File: config.mk
export PLATFORM = sky130hd
export DESIGN_NAME = postfix_stack_evaluator
export DESIGN_NICKNAME = d
export VERILOG_FILES = /design/src/hdl/pse_pkg.sv /design/src/hdl/pse_queue.sv /design/src/hdl/pse_front.sv /design/src/hdl/pse_divider.sv /design/src/hdl/pse_back.sv /design/src/hdl/postfix_stack_evaluator.sv
export SDC_FILE = /design/constraint.sdc
export NUM_CORES = 2
export LEC_CHECK = 0
export BUFFER_PORTS_ARGS = -buffer_cell sky130_fd_sc_hd__buf_4
export CAP_MARGIN = 20
export CORE_MARGIN = 8
export CORE_UTILIZATION = 58
export DETAILED_ROUTE_END_ITERATION = 8
export HOLD_SLACK_MARGIN = 0.12
export PLACE_DENSITY_LB_ADDON = 0.12
export RECOVER_POWER = 25
export SETUP_SLACK_MARGIN = 0.4
export SYNTH_ARGS = -nofsm -noshare
export SYNTH_HDL_FRONTEND = slang
export SYNTH_SLANG_ARGS = --single-unit
File: constraint.sdc
create_clock -name clk -period 6.8 [get_ports clk]
set_input_delay 1.36 -clock clk [delete_from_list [all_inputs] [get_ports clk]]
set_output_delay 1.36 -clock clk [all_outputs]
set_load 0.02 [all_outputs]
File: src/hdl/pse_pkg.sv
// ============================================================================
// Postfix stack evaluator package
// Widths, token and state types, operator and error codes.
// ============================================================================
package pse_pkg;

    // Stack geometry
    localparam int STACK_DEPTH = 16;
    localparam int IDX_W       = $clog2(STACK_DEPTH);
    localparam int CNT_W       = $clog2(STACK_DEPTH + 1);

    // Data path
    localparam int DATA_W    = 32;
    localparam int DIV_CNT_W = $clog2(DATA_W);

    // Token queue between front and back
    localparam int QUEUE_DEPTH = 4;
    localparam int QPTR_W      = $clog2(QUEUE_DEPTH);
    localparam int QCNT_W      = $clog2(QUEUE_DEPTH + 1);

    // Token kinds
    typedef enum logic [1:0] {
        KIND_PUSH  = 2'd0,
        KIND_APPLY = 2'd1,
        KIND_END   = 2'd2
    } kind_t;

    // Operator codes
    localparam logic [2:0] OPC_ADD = 3'd0;
    localparam logic [2:0] OPC_SUB = 3'd1;
    localparam logic [2:0] OPC_MUL = 3'd2;
    localparam logic [2:0] OPC_DIV = 3'd3;
    localparam logic [2:0] OPC_XOR = 3'd4;

    // Error codes
    localparam logic [1:0] ERR_NONE  = 2'd0;
    localparam logic [1:0] ERR_UNDER = 2'd1;
    localparam logic [1:0] ERR_OVER  = 2'd2;
    localparam logic [1:0] ERR_DIVZ  = 2'd3;

    // Classified token as held in the queue
    typedef struct packed {
        kind_t             kind;
        logic [DATA_W-1:0] val;
        logic [2:0]        code;
    } token_t;

    // Back end sequencer states
    typedef enum logic [2:0] {
        ST_IDLE,
        ST_GET_A,
        ST_EXEC,
        ST_MUL,
        ST_DIV,
        ST_END
    } state_t;

endpackage

File: src/hdl/pse_queue.sv
// ============================================================================
// Token queue
// Small register FIFO that decouples the front from the back end.
// ============================================================================
module pse_queue
    import pse_pkg::*;
(
    input  logic   clk,
    input  logic   rst_n,
    input  logic   push_valid,
    input  token_t push_data,
    output logic   full,
    input  logic   pop_ready,
    output logic   pop_valid,
    output token_t pop_data
);

    token_t            entry_reg [QUEUE_DEPTH];
    logic [QPTR_W-1:0] wr_ptr_reg, wr_ptr_next;
    logic [QPTR_W-1:0] rd_ptr_reg, rd_ptr_next;
    logic [QCNT_W-1:0] count_reg, count_next;
    logic              do_push;
    logic              do_pop;

    assign full      = (count_reg == QCNT_W'(QUEUE_DEPTH));
    assign pop_valid = (count_reg != '0);
    assign pop_data  = entry_reg[rd_ptr_reg];
    assign do_push   = push_valid && !full;
    assign do_pop    = pop_valid && pop_ready;

    // Pointer and fill level update, pointers wrap at the depth
    always_comb
    begin
        wr_ptr_next = wr_ptr_reg;
        rd_ptr_next = rd_ptr_reg;
        count_next  = count_reg;
        if (do_push)
        begin
            wr_ptr_next = (wr_ptr_reg == QPTR_W'(QUEUE_DEPTH - 1)) ? '0 : wr_ptr_reg + 1'b1;
        end
        if (do_pop)
        begin
            rd_ptr_next = (rd_ptr_reg == QPTR_W'(QUEUE_DEPTH - 1)) ? '0 : rd_ptr_reg + 1'b1;
        end
        case ({do_push, do_pop})
            2'b10:   count_next = count_reg + 1'b1;
            2'b01:   count_next = count_reg - 1'b1;
            default: count_next = count_reg;
        endcase
    end

    // Control registers
    always_ff @(posedge clk or negedge rst_n)
    begin
        if (!rst_n)
        begin
            wr_ptr_reg <= '0;
            rd_ptr_reg <= '0;
            count_reg  <= '0;
        end
        else
        begin
            wr_ptr_reg <= wr_ptr_next;
            rd_ptr_reg <= rd_ptr_next;
            count_reg  <= count_next;
        end
    end

    // Entry storage, no reset
    always_ff @(posedge clk)
    begin
        if (do_push)
        begin
            entry_reg[wr_ptr_reg] <= push_data;
        end
    end

endmodule

File: src/hdl/pse_front.sv
// ============================================================================
// Token front end
// Accepts token requests, classifies them and drops reserved kinds.
// ============================================================================
module pse_front
    import pse_pkg::*;
(
    input  logic               in_valid,
    output logic               in_ready,
    input  logic [1:0]         op,
    input  logic signed [31:0] operand_value,
    input  logic [2:0]         operator_code,
    input  logic               q_full,
    output logic               push_valid,
    output token_t             push_data
);

    logic keep_tok;

    // Reserved token kind is accepted and discarded
    assign keep_tok = op inside {KIND_PUSH, KIND_APPLY, KIND_END};

    assign in_ready   = !q_full;
    assign push_valid = in_valid && in_ready && keep_tok;

    // Pack the token for the back end
    always_comb
    begin
        push_data.kind = kind_t'(op);
        push_data.val  = operand_value;
        push_data.code = operator_code;
    end

endmodule

File: src/hdl/pse_divider.sv
// ============================================================================
// Signed divider
// Restoring divider, one quotient bit a cycle, truncating towards zero.
// ============================================================================
module pse_divider
    import pse_pkg::*;
(
    input  logic              clk,
    input  logic              rst_n,
    input  logic              start,
    input  logic [DATA_W-1:0] dividend,
    input  logic [DATA_W-1:0] divisor,
    output logic              done,
    output logic [DATA_W-1:0] quotient
);

    logic                 busy_reg, busy_next;
    logic                 done_reg, done_next;
    logic [DIV_CNT_W-1:0] cnt_reg, cnt_next;
    logic [DATA_W-1:0]    rem_reg, rem_next;
    logic [DATA_W-1:0]    quo_reg, quo_next;
    logic [DATA_W-1:0]    dvs_reg, dvs_next;
    logic                 neg_reg, neg_next;
    logic [DATA_W:0]      trial;

    // Trial subtract of the shifted partial remainder
    assign trial = {rem_reg, quo_reg[DATA_W-1]} - {1'b0, dvs_reg};

    always_comb
    begin
        busy_next = busy_reg;
        done_next = 1'b0;
        cnt_next  = cnt_reg;
        rem_next  = rem_reg;
        quo_next  = quo_reg;
        dvs_next  = dvs_reg;
        neg_next  = neg_reg;
        if (start)
        begin
            // Load magnitudes; most negative value maps onto itself
            busy_next = 1'b1;
            cnt_next  = '0;
            rem_next  = '0;
            quo_next  = dividend[DATA_W-1] ? (DATA_W'(0) - dividend) : dividend;
            dvs_next  = divisor[DATA_W-1] ? (DATA_W'(0) - divisor) : divisor;
            neg_next  = dividend[DATA_W-1] ^ divisor[DATA_W-1];
        end
        else if (busy_reg)
        begin
            if (!trial[DATA_W])
            begin
                rem_next = trial[DATA_W-1:0];
                quo_next = {quo_reg[DATA_W-2:0], 1'b1};
            end
            else
            begin
                rem_next = {rem_reg[DATA_W-2:0], quo_reg[DATA_W-1]};
                quo_next = {quo_reg[DATA_W-2:0], 1'b0};
            end
            cnt_next = cnt_reg + 1'b1;
            if (cnt_reg == DIV_CNT_W'(DATA_W - 1))
            begin
                busy_next = 1'b0;
                done_next = 1'b1;
            end
        end
    end

    // Control registers
    always_ff @(posedge clk or negedge rst_n)
    begin
        if (!rst_n)
        begin
            busy_reg <= 1'b0;
            done_reg <= 1'b0;
            cnt_reg  <= '0;
        end
        else
        begin
            busy_reg <= busy_next;
            done_reg <= done_next;
            cnt_reg  <= cnt_next;
        end
    end

    // Data registers
    always_ff @(posedge clk)
    begin
        rem_reg <= rem_next;
        quo_reg <= quo_next;
        dvs_reg <= dvs_next;
        neg_reg <= neg_next;
    end

    assign done     = done_reg;
    assign quotient = neg_reg ? (DATA_W'(0) - quo_reg) : quo_reg;

endmodule

File: src/hdl/pse_back.sv
// ============================================================================
// Stack back end
// Executes queued tokens on the operand stack and loads the result register.
// ============================================================================
module pse_back
    import pse_pkg::*;
(
    input  logic              clk,
    input  logic              rst_n,
    input  logic              q_valid,
    input  token_t            q_data,
    output logic              q_ready,
    output logic              out_valid,
    input  logic              out_ready,
    output logic [DATA_W-1:0] value,
    output logic [1:0]        error_code
);

    state_t            state_reg, state_next;
    logic [DATA_W-1:0] stack_mem [STACK_DEPTH];
    logic [DATA_W-1:0] rd_data_reg;
    logic [IDX_W-1:0]  rd_addr;
    logic              wr_en;
    logic [IDX_W-1:0]  wr_addr;
    logic [DATA_W-1:0] wr_data;

    logic [CNT_W-1:0]  count_reg, count_next;
    logic [1:0]        err_reg, err_next;
    logic [CNT_W-1:0]  cnt_m1;
    logic [CNT_W-1:0]  cnt_m2;
    logic              stk_full;
    logic              stk_short;
    logic              stk_empty;

    logic [DATA_W-1:0] a_reg, a_next;
    logic [2:0]        code_reg, code_next;
    logic [DATA_W-1:0] mul_reg, mul_next;
    logic [DATA_W-1:0] alu_res;

    logic              out_valid_reg, out_valid_next;
    logic [DATA_W-1:0] value_reg, value_next;
    logic [1:0]        err_out_reg, err_out_next;
    logic              out_free;

    logic              div_start;
    logic              div_done;
    logic [DATA_W-1:0] div_quo;

    // First error in an expression wins
    function automatic logic [1:0] note_error(input logic [1:0] cur, input logic [1:0] code);
        return (cur == ERR_NONE) ? code : cur;
    endfunction

    assign cnt_m1    = count_reg - 1'b1;
    assign cnt_m2    = count_reg - CNT_W'(2);
    assign stk_full  = (count_reg >= CNT_W'(STACK_DEPTH));
    assign stk_short = (count_reg < CNT_W'(2));
    assign stk_empty = (count_reg == '0);
    assign out_free  = !out_valid_reg || out_ready;

    // Top entry normally, second entry while A is being captured
    assign rd_addr = (state_reg == ST_GET_A) ? cnt_m2[IDX_W-1:0] : cnt_m1[IDX_W-1:0];

    // Simple operators on B (read data) and A
    always_comb
    begin
        case (code_reg)
            OPC_ADD: alu_res = rd_data_reg + a_reg;
            OPC_SUB: alu_res = rd_data_reg - a_reg;
            OPC_XOR: alu_res = rd_data_reg ^ a_reg;
            default: alu_res = '1;
        endcase
    end

    // Next state
    always_comb
    begin
        state_next = state_reg;
        case (state_reg)
            ST_IDLE:
            begin
                if (q_valid)
                begin
                    if (q_data.kind == KIND_APPLY && !stk_short)
                    begin
                        state_next = ST_GET_A;
                    end
                    else if (q_data.kind == KIND_END && out_free && !stk_empty)
                    begin
                        state_next = ST_END;
                    end
                end
            end
            ST_GET_A:
            begin
                state_next = ST_EXEC;
            end
            ST_EXEC:
            begin
                if (code_reg == OPC_MUL)
                begin
                    state_next = ST_MUL;
                end
                else if (code_reg == OPC_DIV && a_reg != '0)
                begin
                    state_next = ST_DIV;
                end
                else
                begin
                    state_next = ST_IDLE;
                end
            end
            ST_MUL:
            begin
                state_next = ST_IDLE;
            end
            ST_DIV:
            begin
                if (div_done)
                begin
                    state_next = ST_IDLE;
                end
            end
            ST_END:
            begin
                if (out_free)
                begin
                    state_next = ST_IDLE;
                end
            end
            default:
            begin
                state_next = ST_IDLE;
            end
        endcase
    end

    // Stack, error and result register updates
    always_comb
    begin
        q_ready      = 1'b0;
        wr_en        = 1'b0;
        wr_addr      = cnt_m2[IDX_W-1:0];
        wr_data      = '0;
        count_next   = count_reg;
        err_next     = err_reg;
        a_next       = a_reg;
        code_next    = code_reg;
        mul_next     = mul_reg;
        div_start    = 1'b0;
        value_next   = value_reg;
        err_out_next = err_out_reg;
        out_valid_next = out_valid_reg && !out_ready;
        case (state_reg)
            ST_IDLE:
            begin
                if (q_valid)
                begin
                    case (q_data.kind)
                        KIND_PUSH:
                        begin
                            q_ready = 1'b1;
                            if (stk_full)
                            begin
                                err_next = note_error(err_reg, ERR_OVER);
                            end
                            else
                            begin
                                wr_en      = 1'b1;
                                wr_addr    = count_reg[IDX_W-1:0];
                                wr_data    = q_data.val;
                                count_next = count_reg + 1'b1;
                            end
                        end
                        KIND_APPLY:
                        begin
                            q_ready   = 1'b1;
                            code_next = q_data.code;
                            if (stk_short)
                            begin
                                // Underflow: empty the stack, push zero
                                err_next   = note_error(err_reg, ERR_UNDER);
                                wr_en      = 1'b1;
                                wr_addr    = '0;
                                wr_data    = '0;
                                count_next = CNT_W'(1);
                            end
                        end
                        KIND_END:
                        begin
                            if (out_free)
                            begin
                                q_ready = 1'b1;
                                if (stk_empty)
                                begin
                                    value_next     = '0;
                                    err_out_next   = note_error(err_reg, ERR_UNDER);
                                    out_valid_next = 1'b1;
                                    err_next       = ERR_NONE;
                                end
                            end
                        end
                        default:
                        begin
                            q_ready = 1'b1;
                        end
                    endcase
                end
            end
            ST_GET_A:
            begin
                a_next = rd_data_reg;
            end
            ST_EXEC:
            begin
                if (code_reg == OPC_MUL)
                begin
                    mul_next = rd_data_reg * a_reg;
                end
                else if (code_reg == OPC_DIV)
                begin
                    if (a_reg == '0)
                    begin
                        err_next   = note_error(err_reg, ERR_DIVZ);
                        wr_en      = 1'b1;
                        wr_data    = '0;
                        count_next = cnt_m1;
                    end
                    else
                    begin
                        div_start = 1'b1;
                    end
                end
                else
                begin
                    wr_en      = 1'b1;
                    wr_data    = alu_res;
                    count_next = cnt_m1;
                end
            end
            ST_MUL:
            begin
                wr_en      = 1'b1;
                wr_data    = mul_reg;
                count_next = cnt_m1;
            end
            ST_DIV:
            begin
                if (div_done)
                begin
                    wr_en      = 1'b1;
                    wr_data    = div_quo;
                    count_next = cnt_m1;
                end
            end
            ST_END:
            begin
                if (out_free)
                begin
                    value_next     = rd_data_reg;
                    err_out_next   = err_reg;
                    out_valid_next = 1'b1;
                    count_next     = '0;
                    err_next       = ERR_NONE;
                end
            end
            default:
            begin
                q_ready = 1'b0;
            end
        endcase
        // Any end token taken clears the stack count, with or without an empty stack
        if (state_reg == ST_IDLE && q_valid && q_data.kind == KIND_END && out_free)
        begin
            count_next = '0;
        end
    end

    // Control registers
    always_ff @(posedge clk or negedge rst_n)
    begin
        if (!rst_n)
        begin
            state_reg     <= ST_IDLE;
            count_reg     <= '0;
            err_reg       <= ERR_NONE;
            out_valid_reg <= 1'b0;
        end
        else
        begin
            state_reg     <= state_next;
            count_reg     <= count_next;
            err_reg       <= err_next;
            out_valid_reg <= out_valid_next;
        end
    end

    // Payload registers
    always_ff @(posedge clk)
    begin
        a_reg       <= a_next;
        code_reg    <= code_next;
        mul_reg     <= mul_next;
        value_reg   <= value_next;
        err_out_reg <= err_out_next;
    end

    // Stack memory, one write and one registered read port
    always_ff @(posedge clk)
    begin
        if (wr_en)
        begin
            stack_mem[wr_addr] <= wr_data;
        end
        rd_data_reg <= stack_mem[rd_addr];
    end

    pse_divider u_div (
        .clk      (clk),
        .rst_n    (rst_n),
        .start    (div_start),
        .dividend (rd_data_reg),
        .divisor  (a_reg),
        .done     (div_done),
        .quotient (div_quo)
    );

    assign out_valid  = out_valid_reg;
    assign value      = value_reg;
    assign error_code = err_out_reg;

endmodule

File: src/hdl/postfix_stack_evaluator.sv
// ============================================================================
// Postfix stack evaluator
// Evaluates postfix token streams on a 16-entry signed 32-bit stack.
// ============================================================================
// Usage:
//   Input channel (in_valid/in_ready) takes one token request per handshake:
//   op selects push operand, apply operator or end of expression. Output
//   channel (out_valid/out_ready) carries value and error_code once per end
//   token. Tokens pass through a four-entry register queue before the back
//   end sees them. Back end states per token: push, IDLE only; add,
//   subtract and xor, GET_A then EXEC; multiply adds MUL; divide adds DIV for
//   the bit-serial divider that yields one quotient bit per cycle; end, END,
//   or IDLE only with an empty stack. With the back end idle and the queue
//   empty, out_valid rises the cycle after the end token is taken for an
//   empty stack, and after the END state otherwise.
//   Reset clears the stack count, the sticky error, the queue and out_valid
//   at once; result payload and stack entries are not cleared and need no sweep.
//   While out_ready is low the result is held, the back end stops at the
//   next end token and the queue keeps taking tokens until it is full.
// ============================================================================
module postfix_stack_evaluator
    import pse_pkg::*;
(
    input  logic               clk,
    input  logic               rst_n,
    input  logic               in_valid,
    output logic               in_ready,
    input  logic [1:0]         op,
    input  logic signed [31:0] operand_value,
    input  logic [2:0]         operator_code,
    output logic               out_valid,
    input  logic               out_ready,
    output logic signed [31:0] value,
    output logic [1:0]         error_code
);

    logic              q_full;
    logic              q_push;
    token_t            q_push_data;
    logic              q_valid;
    logic              q_ready;
    token_t            q_data;
    logic [DATA_W-1:0] back_value;

    pse_front u_front (
        .in_valid      (in_valid),
        .in_ready      (in_ready),
        .op            (op),
        .operand_value (operand_value),
        .operator_code (operator_code),
        .q_full        (q_full),
        .push_valid    (q_push),
        .push_data     (q_push_data)
    );

    pse_queue u_queue (
        .clk        (clk),
        .rst_n      (rst_n),
        .push_valid (q_push),
        .push_data  (q_push_data),
        .full       (q_full),
        .pop_ready  (q_ready),
        .pop_valid  (q_valid),
        .pop_data   (q_data)
    );

    pse_back u_back (
        .clk        (clk),
        .rst_n      (rst_n),
        .q_valid    (q_valid),
        .q_data     (q_data),
        .q_ready    (q_ready),
        .out_valid  (out_valid),
        .out_ready  (out_ready),
        .value      (back_value),
        .error_code (error_code)
    );

    assign value = back_value;

endmodule

==> impl_metrics.toml <==
[status]
outcome = "complete, no violations"

[yosys]
synth-compound-area-share = 0.0735
synth_xor_area_frac = 0.0410
synth_area_mm2 = 0.0572
seq_area_frac_synth = 0.467
netlist_instances = 4549
synthMuxAreaShare = 0.0775
yosys.area_share.adder = 0.192
async_reset_ff_frac = 0.0273
synth_top_family_by_area = "adder cells"
ys_ff_latch = 915
synth-simple-area-share = 0.0990
yosysMostFrequentCell = "edfxtp_1"
syn_area_per_cell_um2 = 12.6
ys_warn_count = 0
synthDistinctLibCells = 88
synth_common_cells = "826 x edfxtp_1, 476 x inv_1, 415 x nand2_1, 411 x fa_1, 284 x and2_1"
synth_edf_count = 826
ys_top_cells_by_area = "edfxtp_1 43%, fa_1 14%, mux4_2 6.5%"
synthFlopType = "edfxtp_1"
yosysTopAreaCell = "edfxtp_1"
syn_nets = 5223
synth_top_area_frac = 0.434

[clock_tree]
clk_latency_ps = 690
clkTransAtPathRegs_ps = 60
numCtsBuffers = 93
htreeDepth = 3
cts.sinks = 915
clock_path_buffers = 3
cts_hold_buf = 0
ctsRootBufferMaster = "clkbuf_16"
cts_tree = "yes"

[floorplanning]
dieHeight_um = 330
rows = 115
start_util = 0.583
core_area_mm2 = 0.0981
chipWidth_um = 330
die-area_mm2 = 0.109
ios = 77

[sta]
setup_ws_ps = 7.57
fmax_mhz = 147
min_period_over_period = 0.999
period_minus_slack_ps = 6790
setup_viol = 0
rsz0062_at_grt = "true"
final_hold_viol_count = 0
finClkSkew_ps = 32.2
tightest_slew_ps = 1220
relSlewSlack = 0.182
slew_violations = 0

[route]
via_per_inst = 6.08
first_pass_iters = 6
num_vias = 37200
antenna_left = 0
wl_um = 161000
drc = 0
dr.first_iter.drc_count = 3845
wire_per_inst_um = 26.4

[setup_path]
worst_setup_path_start_kind = "flip-flop"
reg2reg_to = "u_back.mul_reg[27]"
arrival_ps = 7220
critPathCaptureType = "flip-flop"
critPathMaxFanout = 9
worst-setup-path-type = "reg2reg"
worst_r2r_startpoint = "u_back.a_reg[3]"
reg2reg_slack_ps = 8
reg2regPathDepth = 24
critPathRequiredTime_ps = 7230

[min_path]
worstHoldPathType = "reg2reg"
holdPathStages = 1
min_to = "u_queue.count_reg[0]"
hold_path.startpoint = "u_queue.count_reg[0]"

[placement]
place_ws_ps = -240
port_buffers = 76
gp_congestion = 0.949
place.detailed.hpwl_um = 114000
place_area_mm2 = 0.0609

[grt]
grt_usage = 0.297
antenna_found_initial = 7
grt_pass1_wl_um = 240000
grt_max_degree = 129
grt_pass1_vias = 37600
gr-total-overflow = 0

[final_layout]
layout.nets = 5427
layout-drive-gt1-share = 0.172
largest_register_ffs = 512
stdcell_area_mm2 = 0.0648
area_growth_pct = 13.3

[job]
drv_cap = 0
[per-stage QoR]
stage | TNS (ps) | util | cells | hold slack, ps
after floorplan | 0 | - | 4549 | 406
after global placement | -288 | 0.621 | 5918 | 490
after detailed placement | -733 | 0.621 | 5918 | 491
after CTS | 0 | 0.656 | 6095 | 503
after global routing | -953 | 0.660 | 6116 | 522
final | 0 | 0.660 | 6119 | 497
[placed cells by master, fill, tap and decap left out, types with 12 or more instances in the layout]
cell type  Yosys  final
xor2_1       112    111
and2_1       284    279
bufinv_16      0     15
a21o_1        44     44
nor3_1        33     32
dfrtp_1       25     23
nor2b_1       42     41
and3_1        42     42
o21ai_0      155    143
or3_1         25     25
clkbuf_16      0     96
o31ai_1       46     45
nand2b_1      27     27
mux4_2       165    165
inv_1        476    473
o21ai_1        4     13
nor2_4         0     17
clkbuf_1     232     31
ha_1         222    208
fa_1         411    400
xnor2_1      156    147
a221oi_1      13     13
nand4_1       14     14
o221ai_1      13     12
a21oi_1      166    153
o21bai_1      14     14
nor2_1       135    115
buf_12         0     20
a21oi_2        2     13
buf_4          2    341
ha_4           0     12
edfxtp_1     826    826
nand2_1      415    414
dfxtp_1       64     52
a211oi_1      57     51
o21a_1        15     15
nand3_1       31     31
mux2i_1       65     64
[how the worst max path moves through the flow]
stage	cells past startpoint	start	slack [ps]	to
finish	24	u_back.a_reg[3]	8	u_back.mul_reg[27]
global route	24	u_back.a_reg[3]	-210	u_back.mul_reg[31]
CTS	22	u_back.a_reg[5]	20	u_back.mul_reg[30]
detailed placement	22	u_back.rd_data_reg[10]	-240	u_back.mul_reg[30]
global placement	20	u_back.rd_data_reg[14]	-150	u_back.mul_reg[31]
floorplan	23	u_back.a_reg[4]	200	u_back.mul_reg[31]
[area by class of cell]
cell class / count / area (µm²)
sequential: 915 / 26700
fill: 7232 / 33300
clock inverter: 49 / 727
antenna: 4 / 10.0
inverter: 476 / 1790
timing repair buffer: 378 / 3200
multi-input combinational: 2889 / 28300
tap: 1287 / 1610
clock buffer: 121 / 2450
[kinds of logic after synthesis]
family                     count (synthesis)
adders and majority gates                633
and+or+nand+nor                         1114
DFF                                      915
muxes                                    236
xor gates and xnor gates                 268
AOI/OAI and AO/OA                        638
buffers and inverters                    745
[worst max-delay path: stages, from the launching register on]
cell and delay (ps):
edfxtp_1 450, buf_12 180, buf_4 140, and2_1 170
fa_1 400, inv_1 80, fa_1 450, fa_1 530
fa_1 570, inv_1 50, ha_1 270, ha_1 300
fa_1 530, fa_1 450, ha_1 220, or2_2 310
a31o_2 280, a31oi_4 150, buf_4 140, o211ai_1 90
a21oi_2 240, o21ai_4 110, a21o_1 200, a21oi_2 140
xnor2_1 90
[per-layer routing]
metal	vias to the layer above	wire length [µm]	global-route usage
met5	-	27	0
met4	4	6400	0.105
met3	321	11700	0.0450
met2	1534	75700	0.479
met1	19000	67400	0.414
li1	16300	-	-
[timing repair]
| item | 4_1_cts | 5_1_grt |
|---|---|---|
| resized for setup | 37 | 49 |
| setup endpoints to repair | 16 | 114 |
| cloned | 2 | 3 |
| buffers inserted | 5 | 16 |
| hold endpoints to repair | 0 | 0 |
| pin swaps | 14 | 32 |
Power is not shown: default switching activity piles up to over one toggle a cycle in this logic, so the estimate is an artifact.
